File: src/sv/ect_pkg.sv
package ect_pkg;

    // Default token buffer size
    localparam int MAX_TOKEN_LEN_DEF = 32;

    // Character codes
    localparam logic [7:0] CH_NUL    = 8'h00;
    localparam logic [7:0] CH_SPACE  = 8'h20;
    localparam logic [7:0] CH_BANG   = 8'h21;
    localparam logic [7:0] CH_LPAREN = 8'h28;
    localparam logic [7:0] CH_RPAREN = 8'h29;
    localparam logic [7:0] CH_STAR   = 8'h2A;
    localparam logic [7:0] CH_PLUS   = 8'h2B;
    localparam logic [7:0] CH_COMMA  = 8'h2C;
    localparam logic [7:0] CH_MINUS  = 8'h2D;
    localparam logic [7:0] CH_DOT    = 8'h2E;
    localparam logic [7:0] CH_SLASH  = 8'h2F;
    localparam logic [7:0] CH_ZERO   = 8'h30;
    localparam logic [7:0] CH_NINE   = 8'h39;
    localparam logic [7:0] CH_EQ     = 8'h3D;
    localparam logic [7:0] CH_UC_A   = 8'h41;
    localparam logic [7:0] CH_UC_Z   = 8'h5A;
    localparam logic [7:0] CH_CARET  = 8'h5E;
    localparam logic [7:0] CH_LC_A   = 8'h61;
    localparam logic [7:0] CH_LC_Z   = 8'h7A;

    typedef enum logic [1:0] {
        CLS_NONE   = 2'd0,
        CLS_DIGIT  = 2'd1,
        CLS_OP     = 2'd2,
        CLS_LETTER = 2'd3
    } cls_t;

    typedef enum logic [1:0] {
        ST_IDLE = 2'd0,
        ST_ZERO = 2'd1,
        ST_EMIT = 2'd2
    } ect_state_t;

    // One output beat requested from the emit stage
    typedef struct packed {
        logic valid;
        logic zero;      // inserted "0" beat, no memory read
        logic last;      // final character of the token
        logic numeric;
        logic trunc;
        logic expr;
    } issue_t;

    function automatic cls_t class_of(input logic [7:0] c);
        cls_t r;
        r = CLS_NONE;
        if ((c >= CH_ZERO && c <= CH_NINE) || c == CH_DOT) begin
            r = CLS_DIGIT;
        end else if (c == CH_LPAREN || c == CH_RPAREN || c == CH_PLUS ||
                     c == CH_MINUS || c == CH_SLASH || c == CH_STAR ||
                     c == CH_CARET || c == CH_BANG || c == CH_EQ) begin
            r = CLS_OP;
        end else if ((c >= CH_LC_A && c <= CH_LC_Z) ||
                     (c >= CH_UC_A && c <= CH_UC_Z)) begin
            r = CLS_LETTER;
        end
        return r;
    endfunction

endpackage

File: src/sv/ect_token_mem.sv
module ect_token_mem import ect_pkg::*; #(
    parameter int ADDR_W = 6
) (
    input  logic              aclk,
    input  logic              wr_en,
    input  logic [ADDR_W-1:0] wr_addr,
    input  logic [7:0]        wr_data,
    input  logic              rd_en,
    input  logic [ADDR_W-1:0] rd_addr,
    output logic [7:0]        rd_data
);

    logic [7:0] mem [2**ADDR_W];
    logic [7:0] rd_data_reg;

    // Write port
    always_ff @(posedge aclk) begin
        if (wr_en) begin
            mem[wr_addr] <= wr_data;
        end
    end

    // Registered read port, holds while not read
    always_ff @(posedge aclk) begin
        if (rd_en) begin
            rd_data_reg <= mem[rd_addr];
        end
    end

    assign rd_data = rd_data_reg;

endmodule

File: src/sv/ect_emit.sv
module ect_emit import ect_pkg::*; (
    input  logic       aclk,
    input  logic       aresetn,
    input  issue_t     iss,
    output logic       iss_ok,
    input  logic [7:0] rd_data,
    output logic       m_valid,
    input  logic       m_ready,
    output logic [7:0] m_out_char,
    output logic       m_token_end,
    output logic       m_run_end,
    output logic       m_numeric,
    output logic       m_truncated,
    output logic       m_expr_end
);

    // Read-data stage: beat whose memory data is on the read port
    logic   pd_valid_reg, pd_valid_next;
    issue_t pd_tag_reg;
    logic   m_valid_reg, m_valid_next;
    logic   out_load;

    assign out_load = pd_valid_reg && (!m_valid_reg || m_ready);
    assign iss_ok   = !pd_valid_reg || out_load;

    always_comb begin
        pd_valid_next = pd_valid_reg;
        if (iss.valid && iss_ok) begin
            pd_valid_next = 1'b1;
        end else if (out_load) begin
            pd_valid_next = 1'b0;
        end
        m_valid_next = m_valid_reg;
        if (out_load) begin
            m_valid_next = 1'b1;
        end else if (m_ready) begin
            m_valid_next = 1'b0;
        end
    end

    always_ff @(posedge aclk) begin
        if (!aresetn) begin
            pd_valid_reg <= 1'b0;
            m_valid_reg  <= 1'b0;
        end else begin
            pd_valid_reg <= pd_valid_next;
            m_valid_reg  <= m_valid_next;
        end
    end

    // Tags travel alongside the memory read
    always_ff @(posedge aclk) begin
        if (iss.valid && iss_ok) begin
            pd_tag_reg <= iss;
        end
    end

    // Output register
    always_ff @(posedge aclk) begin
        if (out_load) begin
            m_out_char  <= pd_tag_reg.zero ? CH_ZERO : rd_data;
            m_token_end <= pd_tag_reg.last;
            m_run_end   <= pd_tag_reg.last && !pd_tag_reg.zero;
            m_numeric   <= pd_tag_reg.numeric;
            m_truncated <= pd_tag_reg.trunc;
            m_expr_end  <= pd_tag_reg.expr;
        end
    end

    assign m_valid = m_valid_reg;

endmodule

File: src/sv/expression_char_tokenizer.sv
// Expression character tokenizer.
// Input channel (s_valid/s_ready/s_ch) takes one character per beat; a zero
// byte ends the expression, flushes the pending token (a token of other-class
// characters only is dropped) and returns the token state to reset values.
// Output channel (m_valid/m_ready and the m_ fields) delivers one token
// character per beat; m_token_end marks the last character of a token,
// m_run_end the last beat caused by one input beat. A character that does
// not close a token is taken without stopping the input. One that closes a
// buffered token starts its readout: the emit sequencer issues one buffer
// read per cycle on the single memory read port while the emit stage takes
// it, after a "0" beat when one is inserted between "(" and ")". The first
// output beat passes the state register, read-data stage and output register.
// The token buffer is two banks in one memory; the next token fills the other.
// s_ready is low only while a token is being read out. When the receiver
// stalls, the read stage and output register hold their beats and further
// reads stop; once every read of a token has been issued, input beats are
// taken again even while the receiver still stalls.
// Reset (aresetn low, synchronous) clears the control state; the buffer
// memory is not cleared and needs no clearing pass.
module expression_char_tokenizer import ect_pkg::*; #(
    parameter int MAX_TOKEN_LEN = MAX_TOKEN_LEN_DEF
) (
    input  logic       aclk,
    input  logic       aresetn,
    input  logic       s_valid,
    output logic       s_ready,
    input  logic [7:0] s_ch,
    output logic       m_valid,
    input  logic       m_ready,
    output logic [7:0] m_out_char,
    output logic       m_token_end,
    output logic       m_run_end,
    output logic       m_numeric,
    output logic       m_truncated,
    output logic       m_expr_end
);

    localparam int LEN_W  = $clog2(MAX_TOKEN_LEN + 1);
    localparam int IDX_W  = $clog2(MAX_TOKEN_LEN);
    localparam int ADDR_W = IDX_W + 1;

    ect_state_t       state_reg, state_next;
    cls_t             cur_reg, cur_next;
    logic [LEN_W-1:0] len_reg, len_next;
    logic             num_reg, num_next;
    logic             ovf_reg, ovf_next;
    logic [7:0]       first_reg, first_next;
    logic             at_start_reg, at_start_next;
    logic             prev_open_reg, prev_open_next;
    logic             have_last_reg, have_last_next;
    logic             last_num_reg, last_num_next;
    logic             last_open_reg, last_open_next;
    logic             bank_reg, bank_next;
    logic [LEN_W-1:0] em_len_reg, em_len_next;
    logic [LEN_W-1:0] em_idx_reg, em_idx_next;
    logic             em_bank_reg, em_bank_next;
    logic             em_num_reg, em_num_next;
    logic             em_trunc_reg, em_trunc_next;
    logic             em_expr_reg, em_expr_next;

    issue_t            iss;
    logic              iss_ok;
    logic              wr_en;
    logic [ADDR_W-1:0] wr_addr;
    logic              rd_en;
    logic [ADDR_W-1:0] rd_addr;
    logic [7:0]        rd_data;

    // Character decode for the beat at the input
    logic             acc, skip, is_sign, is_expr;
    cls_t             cls, cur1, cur_a;
    logic             do_flush, emit, zero_ins, sign_start, ok_num, pos0;
    logic             hl_a, ln_a;
    logic [LEN_W-1:0] len_a;
    logic             num_a, ovf_a;

    assign acc     = s_valid && s_ready;
    assign skip    = (s_ch == CH_SPACE) || (s_ch == CH_COMMA);
    assign is_sign = (s_ch == CH_PLUS) || (s_ch == CH_MINUS);
    assign is_expr = (s_ch == CH_NUL);
    assign cls     = class_of(s_ch);
    assign cur1    = (cur_reg == CLS_NONE) ? cls : cur_reg;

    // Flush decision and post-flush view of the token state
    always_comb begin
        do_flush   = !skip && ((cls != cur1) || (cur1 == CLS_OP));
        emit       = do_flush && (len_reg != '0);
        zero_ins   = emit && have_last_reg && last_open_reg &&
                     (len_reg == LEN_W'(1)) && (first_reg == CH_RPAREN);
        hl_a       = emit ? 1'b1 : have_last_reg;
        ln_a       = emit ? num_reg : last_num_reg;
        len_a      = do_flush ? '0 : len_reg;
        num_a      = do_flush ? 1'b1 : num_reg;
        ovf_a      = do_flush ? 1'b0 : ovf_reg;
        cur_a      = do_flush ? cls : cur1;
        sign_start = !skip && is_sign &&
                     (at_start_reg || (prev_open_reg && !(hl_a && ln_a)));
        pos0       = (len_a == '0) && !ovf_a;
        ok_num     = (cls == CLS_DIGIT) || (pos0 && is_sign);
    end

    // Sequencer and token state update
    always_comb begin
        state_next     = state_reg;
        cur_next       = cur_reg;
        len_next       = len_reg;
        num_next       = num_reg;
        ovf_next       = ovf_reg;
        first_next     = first_reg;
        at_start_next  = at_start_reg;
        prev_open_next = prev_open_reg;
        have_last_next = have_last_reg;
        last_num_next  = last_num_reg;
        last_open_next = last_open_reg;
        bank_next      = bank_reg;
        em_len_next    = em_len_reg;
        em_idx_next    = em_idx_reg;
        em_bank_next   = em_bank_reg;
        em_num_next    = em_num_reg;
        em_trunc_next  = em_trunc_reg;
        em_expr_next   = em_expr_reg;
        s_ready        = 1'b0;
        wr_en          = 1'b0;
        wr_addr        = {bank_reg, len_reg[IDX_W-1:0]};
        iss            = '0;
        iss.numeric    = em_num_reg;
        iss.trunc      = em_trunc_reg;
        iss.expr       = em_expr_reg;

        unique case (state_reg)
            ST_IDLE: begin
                s_ready = 1'b1;
                if (s_valid) begin
                    // Snapshot the closing token for readout
                    if (emit) begin
                        em_len_next    = len_reg;
                        em_idx_next    = '0;
                        em_bank_next   = bank_reg;
                        em_num_next    = num_reg;
                        em_trunc_next  = ovf_reg;
                        em_expr_next   = is_expr;
                        bank_next      = !bank_reg;
                        have_last_next = 1'b1;
                        last_num_next  = num_reg;
                        last_open_next = (len_reg == LEN_W'(1)) &&
                                         (first_reg == CH_LPAREN);
                        state_next     = zero_ins ? ST_ZERO : ST_EMIT;
                    end
                    if (!skip) begin
                        cur_next = cur_a;
                        len_next = len_a;
                        num_next = num_a;
                        ovf_next = ovf_a;
                        if (sign_start) begin
                            // Sign opens a number token
                            len_next   = LEN_W'(1);
                            num_next   = 1'b1;
                            ovf_next   = 1'b0;
                            cur_next   = CLS_DIGIT;
                            first_next = s_ch;
                            wr_en      = 1'b1;
                            wr_addr    = {bank_next, {IDX_W{1'b0}}};
                        end else if (!is_expr) begin
                            if (!ok_num) begin
                                num_next = 1'b0;
                            end
                            if (len_a < LEN_W'(MAX_TOKEN_LEN)) begin
                                wr_en    = 1'b1;
                                wr_addr  = {bank_next, len_a[IDX_W-1:0]};
                                len_next = len_a + LEN_W'(1);
                                if (len_a == '0) begin
                                    first_next = s_ch;
                                end
                            end else begin
                                ovf_next = 1'b1;
                            end
                        end
                    end
                    prev_open_next = (cls == CLS_OP) && (s_ch != CH_RPAREN) &&
                                     (s_ch != CH_BANG);
                    at_start_next  = 1'b0;
                    // End of expression returns to the start state
                    if (is_expr) begin
                        cur_next       = CLS_NONE;
                        len_next       = '0;
                        num_next       = 1'b1;
                        ovf_next       = 1'b0;
                        at_start_next  = 1'b1;
                        prev_open_next = 1'b0;
                        have_last_next = 1'b0;
                        last_num_next  = 1'b0;
                        last_open_next = 1'b0;
                    end
                end
            end
            ST_ZERO: begin
                iss.valid   = 1'b1;
                iss.zero    = 1'b1;
                iss.last    = 1'b1;
                iss.numeric = 1'b1;
                iss.trunc   = 1'b0;
                if (iss_ok) begin
                    state_next = ST_EMIT;
                end
            end
            ST_EMIT: begin
                iss.valid = 1'b1;
                iss.last  = (em_idx_reg == em_len_reg - LEN_W'(1));
                if (iss_ok) begin
                    em_idx_next = em_idx_reg + LEN_W'(1);
                    if (iss.last) begin
                        state_next = ST_IDLE;
                    end
                end
            end
            default: begin
                state_next = ST_IDLE;
            end
        endcase
    end

    assign rd_en   = iss.valid && iss_ok && !iss.zero;
    assign rd_addr = {em_bank_reg, em_idx_reg[IDX_W-1:0]};

    // Control registers
    always_ff @(posedge aclk) begin
        if (!aresetn) begin
            state_reg     <= ST_IDLE;
            cur_reg       <= CLS_NONE;
            len_reg       <= '0;
            num_reg       <= 1'b1;
            ovf_reg       <= 1'b0;
            at_start_reg  <= 1'b1;
            prev_open_reg <= 1'b0;
            have_last_reg <= 1'b0;
            last_num_reg  <= 1'b0;
            last_open_reg <= 1'b0;
            bank_reg      <= 1'b0;
            em_len_reg    <= '0;
            em_idx_reg    <= '0;
        end else begin
            state_reg     <= state_next;
            cur_reg       <= cur_next;
            len_reg       <= len_next;
            num_reg       <= num_next;
            ovf_reg       <= ovf_next;
            at_start_reg  <= at_start_next;
            prev_open_reg <= prev_open_next;
            have_last_reg <= have_last_next;
            last_num_reg  <= last_num_next;
            last_open_reg <= last_open_next;
            bank_reg      <= bank_next;
            em_len_reg    <= em_len_next;
            em_idx_reg    <= em_idx_next;
        end
    end

    // Payload registers
    always_ff @(posedge aclk) begin
        first_reg    <= first_next;
        em_bank_reg  <= em_bank_next;
        em_num_reg   <= em_num_next;
        em_trunc_reg <= em_trunc_next;
        em_expr_reg  <= em_expr_next;
    end

    ect_token_mem #(
        .ADDR_W(ADDR_W)
    ) u_mem (
        .aclk   (aclk),
        .wr_en  (wr_en),
        .wr_addr(wr_addr),
        .wr_data(s_ch),
        .rd_en  (rd_en),
        .rd_addr(rd_addr),
        .rd_data(rd_data)
    );

    ect_emit u_emit (
        .aclk       (aclk),
        .aresetn    (aresetn),
        .iss        (iss),
        .iss_ok     (iss_ok),
        .rd_data    (rd_data),
        .m_valid    (m_valid),
        .m_ready    (m_ready),
        .m_out_char (m_out_char),
        .m_token_end(m_token_end),
        .m_run_end  (m_run_end),
        .m_numeric  (m_numeric),
        .m_truncated(m_truncated),
        .m_expr_end (m_expr_end)
    );

    // The last beat of a run always closes a token
    a_run_end_token: assert property (@(posedge aclk) disable iff (!aresetn)
        m_valid && m_run_end |-> m_token_end)
        else $error("run end without token end");

    // Readout never runs past the snapshot length
    a_emit_idx: assert property (@(posedge aclk) disable iff (!aresetn)
        state_reg == ST_EMIT |-> (em_idx_reg < em_len_reg))
        else $error("emit index past token length");

    // Zero byte leaves the tokenizer at the start of a new expression
    a_expr_reset: assert property (@(posedge aclk) disable iff (!aresetn)
        acc && is_expr |=> at_start_reg && (len_reg == '0) &&
                           (cur_reg == CLS_NONE) && !have_last_reg)
        else $error("state not reset after end of expression");

    // Inserted zero is always followed by a buffer read
    a_zero_then_emit: assert property (@(posedge aclk) disable iff (!aresetn)
        state_reg == ST_ZERO && iss_ok |=> state_reg == ST_EMIT)
        else $error("inserted zero not followed by token readout");

endmodule

File: config.mk
export PLATFORM = sky130hd
export DESIGN_NAME = expression_char_tokenizer
export DESIGN_NICKNAME = d
export VERILOG_FILES = /design/src/sv/ect_pkg.sv /design/src/sv/ect_token_mem.sv /design/src/sv/ect_emit.sv /design/src/sv/expression_char_tokenizer.sv
export SDC_FILE = /design/constraint.sdc
export NUM_CORES = 1
export LEC_CHECK = 0
export BUFFER_PORTS_ARGS = -buffer_cell sky130_fd_sc_hd__buf_2
export CAP_MARGIN = 20
export CORE_UTILIZATION = 35
export CTS_BUF_LIST = sky130_fd_sc_hd__clkbuf_8
export DETAILED_ROUTE_END_ITERATION = 6
export GPL_TIMING_DRIVEN = 0
export PLACE_DENSITY_LB_ADDON = 0.1
export SETUP_SLACK_MARGIN = 0.05
export SLEW_MARGIN = 20
export SYNTH_ARGS = -nofsm -noshare
export SYNTH_HDL_FRONTEND = slang
export SYNTH_SLANG_ARGS = --single-unit
File: constraint.sdc
create_clock -name aclk -period 2.91 [get_ports aclk]
set_input_delay 0.291 -clock aclk [delete_from_list [all_inputs] [get_ports aclk]]
set_output_delay 0.291 -clock aclk [all_outputs]
set_load 0.1 [all_outputs]
==> results.sh <==
export IMPL_status="finished clean"
export IMPL_cts_sinks=582
export IMPL_period_minus_slack_ns=2.82
export IMPL_critPathKind="register to register"
export IMPL_grt_max_degree=72
export IMPL_synthDistinctLibCells=66
export IMPL_die_y_um=259
export IMPL_yosysSeqAreaShare_pct=74.1
export IMPL_avgViaCountPerCell=5.16
export IMPL_synth_compound_area_share_pct=2.43
export IMPL_holdCritPathClass="input pin to register"
export IMPL_hpwlAfterDp_mm=37.9
export IMPL_synth_edf_count=550
export IMPL_synth_area_per_cell_um2=20.2
export IMPL_synth_flop_cell="edfxtp_1"
export IMPL_io_buffer_count=25
export IMPL_synth_async_reset_ratio_pct=0
export IMPL_worstPathRequired_ns=3.33
export IMPL_yosysWarnings=0
export IMPL_yosys_register_bits=582
export IMPL_drcViolationCount=0
export IMPL_grt_pass1_vias=12500
export IMPL_cp_start_kind="register"
export IMPL_final_layout_size_suffix_gt1_share_pct=38.8
export IMPL_cts_buffers=98
export IMPL_final_cell_mix="550 x edfxtp_1, 168 x mux4_2, 102 x clkbuf_8"
export IMPL_rows=93
export IMPL_maxCapViolCount=0
export IMPL_wl_per_cell_um=26.1
export IMPL_wl_met3_mm=2.21
export IMPL_drv_slew=0
export IMPL_gr_total_overflow=0
export IMPL_powerDensity_mw_per_mm2=642
export IMPL_clk_pin_slew_ns=0.06
export IMPL_routed_wl_mm=60.4
export IMPL_grtUsageTotal_pct=18.3
export IMPL_drt_met1_wl_mm=27.6
export IMPL_layout_commonest_cell="edfxtp_1"
export IMPL_initial_utilization_pct=35.7
export IMPL_crit_fanout=10
export IMPL_max_freq_ghz=0.354
export IMPL_fin_cells=2315
export IMPL_rsz0062_at_grt="false"
export IMPL_leakage_uw=0.00888
export IMPL_final_fill_count=5687
export IMPL_syn_area_mm2=0.0232
export IMPL_dp_slack_ns=-1.63
export IMPL_syn_to_final_growth_pct=22.6
export IMPL_hold_viol=0
export IMPL_wl_met2_mm=29.5
export IMPL_num_vias=11900
export IMPL_tns_ns=0
export IMPL_die_area_mm2=0.0672
export IMPL_synth_area_mux_share_pct=16.5
export IMPL_ioPinCount=27
export IMPL_critical_path_top_delay_family="multiplexers"
export IMPL_cts_tree="done"
export IMPL_synth_top_family_by_area="multiplexers"
export IMPL_synth_simple_area_share_pct=4.70
export IMPL_slowest_delay_ns=0.59
export IMPL_clock_latency_ns=0.69
export IMPL_cp_end_kind="register"
export IMPL_drtPass1Iterations=5
export IMPL_synthCells=1147
export IMPL_die_w_um=259
export IMPL_postLayoutSetupSlackWorst_ns=0.0865
export IMPL_clockBufferDepth=3
export IMPL_setup_violations=0
export IMPL_drt_initial_drc_count=985
export IMPL_antenna_found_initial=2
export IMPL_syn_nets=1166
export IMPL_critPathSlowestCell="mux4_2"
export IMPL_largest_reg_flops=512
export IMPL_gp_routability_congestion=0.795
export IMPL_peakVddDrop_mv=0.284
export IMPL_cp_arrival_ns=3.25
export IMPL_skew_ns=0.0280
export IMPL_slew_limit_headroom_pct=35.4
export IMPL_max_slew_worst_pin_slew_ns=0.967
export IMPL_post_route_period_util_pct=97.0
export IMPL_top_layer="met4"
export IMPL_clockRootBuffer="clkbuf_8"
export IMPL_crit_path_cell_trace="buf_6, buf_12, buf_12, mux4_2, mux4_2, mux4_2"
export IMPL_htree_levels=3
export IMPL_fin_nets=1397
export IMPL_placed_cells=2034
export IMPL_worstPathBufferInverterCount=3
export IMPL_cp_common_cell="mux4_2"
export IMPL_ant_nets=0
export IMPL_synth_xor_area_share_pct=0.416
export IMPL_regMostFlops="u_mem.mem"
export IMPL_synthAdderAreaFrac_pct=0.378
export IMPL_grt_pass1_wl_mm=87.6
export IMPL_core_region_area_mm2=0.0649
## power breakdown
group | total (uW) | switching, uW | leakage (uW) | internal, uW
clock | 6710 | 3290 | 0.00104 | 3420
combinational | 2050 | 1310 | 0.00263 | 735
sequential | 9470 | 74.4 | 0.00521 | 9400
## timing repair
item                                    CTS  global route
hold endpoints to repair                 61            56
gates resized for setup                 181            25
cloned                                    0             2
endpoints found under the setup margin  533           422
buffers inserted                         81            11
hold buffers                              4             2
pin swaps                                50             3
## cells in the mapped netlist (2+ instances only)
cell | n | share of area, %
edfxtp_1 | 550 | 71
mux4_2 | 168 | 16
nor2_1 | 93 | 1.5
nand2_1 | 33 | 0.53
dfxtp_1 | 32 | 2.8
a21oi_1 | 27 | 0.58
clkbuf_1 | 25 | 0.41
o21ai_0 | 20 | 0.43
nor2b_1 | 19 | 0.51
buf_2 | 17 | 0.37
inv_1 | 17 | 0.28
nand3_1 | 11 | 0.24
a31oi_1 | 8 | 0.22
nor3_1 | 8 | 0.17
buf_1 | 7 | 0.11
ha_1 | 7 | 0.38
or3_1 | 7 | 0.19
buf_4 | 6 | 0.19
nand3_2 | 6 | 0.26
xnor2_1 | 6 | 0.23
and2_1 | 5 | 0.14
nand4_1 | 5 | 0.14
xor2_1 | 5 | 0.19
nor4_1 | 4 | 0.11
a32oi_1 | 3 | 0.11
buf_6 | 3 | 0.15
mux2i_1 | 3 | 0.13
nand2b_1 | 3 | 0.081
o211ai_1 | 3 | 0.097
o21ai_1 | 3 | 0.065
or2_2 | 3 | 0.081
a211oi_1 | 2 | 0.065
a32o_1 | 2 | 0.086
a41o_1 | 2 | 0.086
and3_1 | 2 | 0.054
inv_2 | 2 | 0.032
## cell type report
class,count,area (um2),share of cell area [%]
multi-input cells,488,6240,22.0
plain buffers,57,478,1.68
inverters,19,71.3,0.251
clock inverters,78,404,1.42
clock buffers,101,1390,4.90
flip-flops and latches,582,17200,60.4
diodes,3,7.51,0.0264
repair buffers,132,1570,5.51
well taps,855,1070,3.77
## logic make-up after synthesis
group | after synthesis
AOI/OAI and AO/OA | 86
and+or+nand+nor | 213
buffers and inverters | 77
DFF | 582
adders and majority gates | 7
xor gates and xnor gates | 11
muxes | 171
## worst paths after layout
| kind | cells past startpoint | from | slack, ns | endpoint |
|---|---|---|---|---|
| setup / recovery | 6 | em_idx_reg[0] | 0.09 | u_mem.rd_data[0] |
| hold / removal | 1 | s_ch[7] | 0.03 | u_mem.mem[25][7] |
| setup reg to reg | 6 | em_idx_reg[0] | 0.09 | u_mem.rd_data[0] |
| hold reg to reg | 0 | em_expr_reg | 0.40 | u_emit.pd_tag_reg[0] |
## per-layer routing
| layer | track usage, % | up-vias |
|---|---|---|
| met5 | 0 | - |
| met4 | 4.92 | 0 |
| met2 | 30.0 | 266 |
| met1 | 25.7 | 6345 |
| li1 | - | 5246 |
| met3 | 2.69 | 77 |
## metrics by stage
step	power (uW)	instance area (um2)	utilization (%)	hold slack (ns)
floorplan	10800	23200	-	0.390
global placement	11400	24400	37.6	0.406
detailed placement	11400	24600	37.8	0.414
CTS	18400	28100	43.2	0.00109
global route	18900	28400	43.7	0.0303
finish	18200	28400	43.7	0.0349
Power figures use the tool's default switching activity.
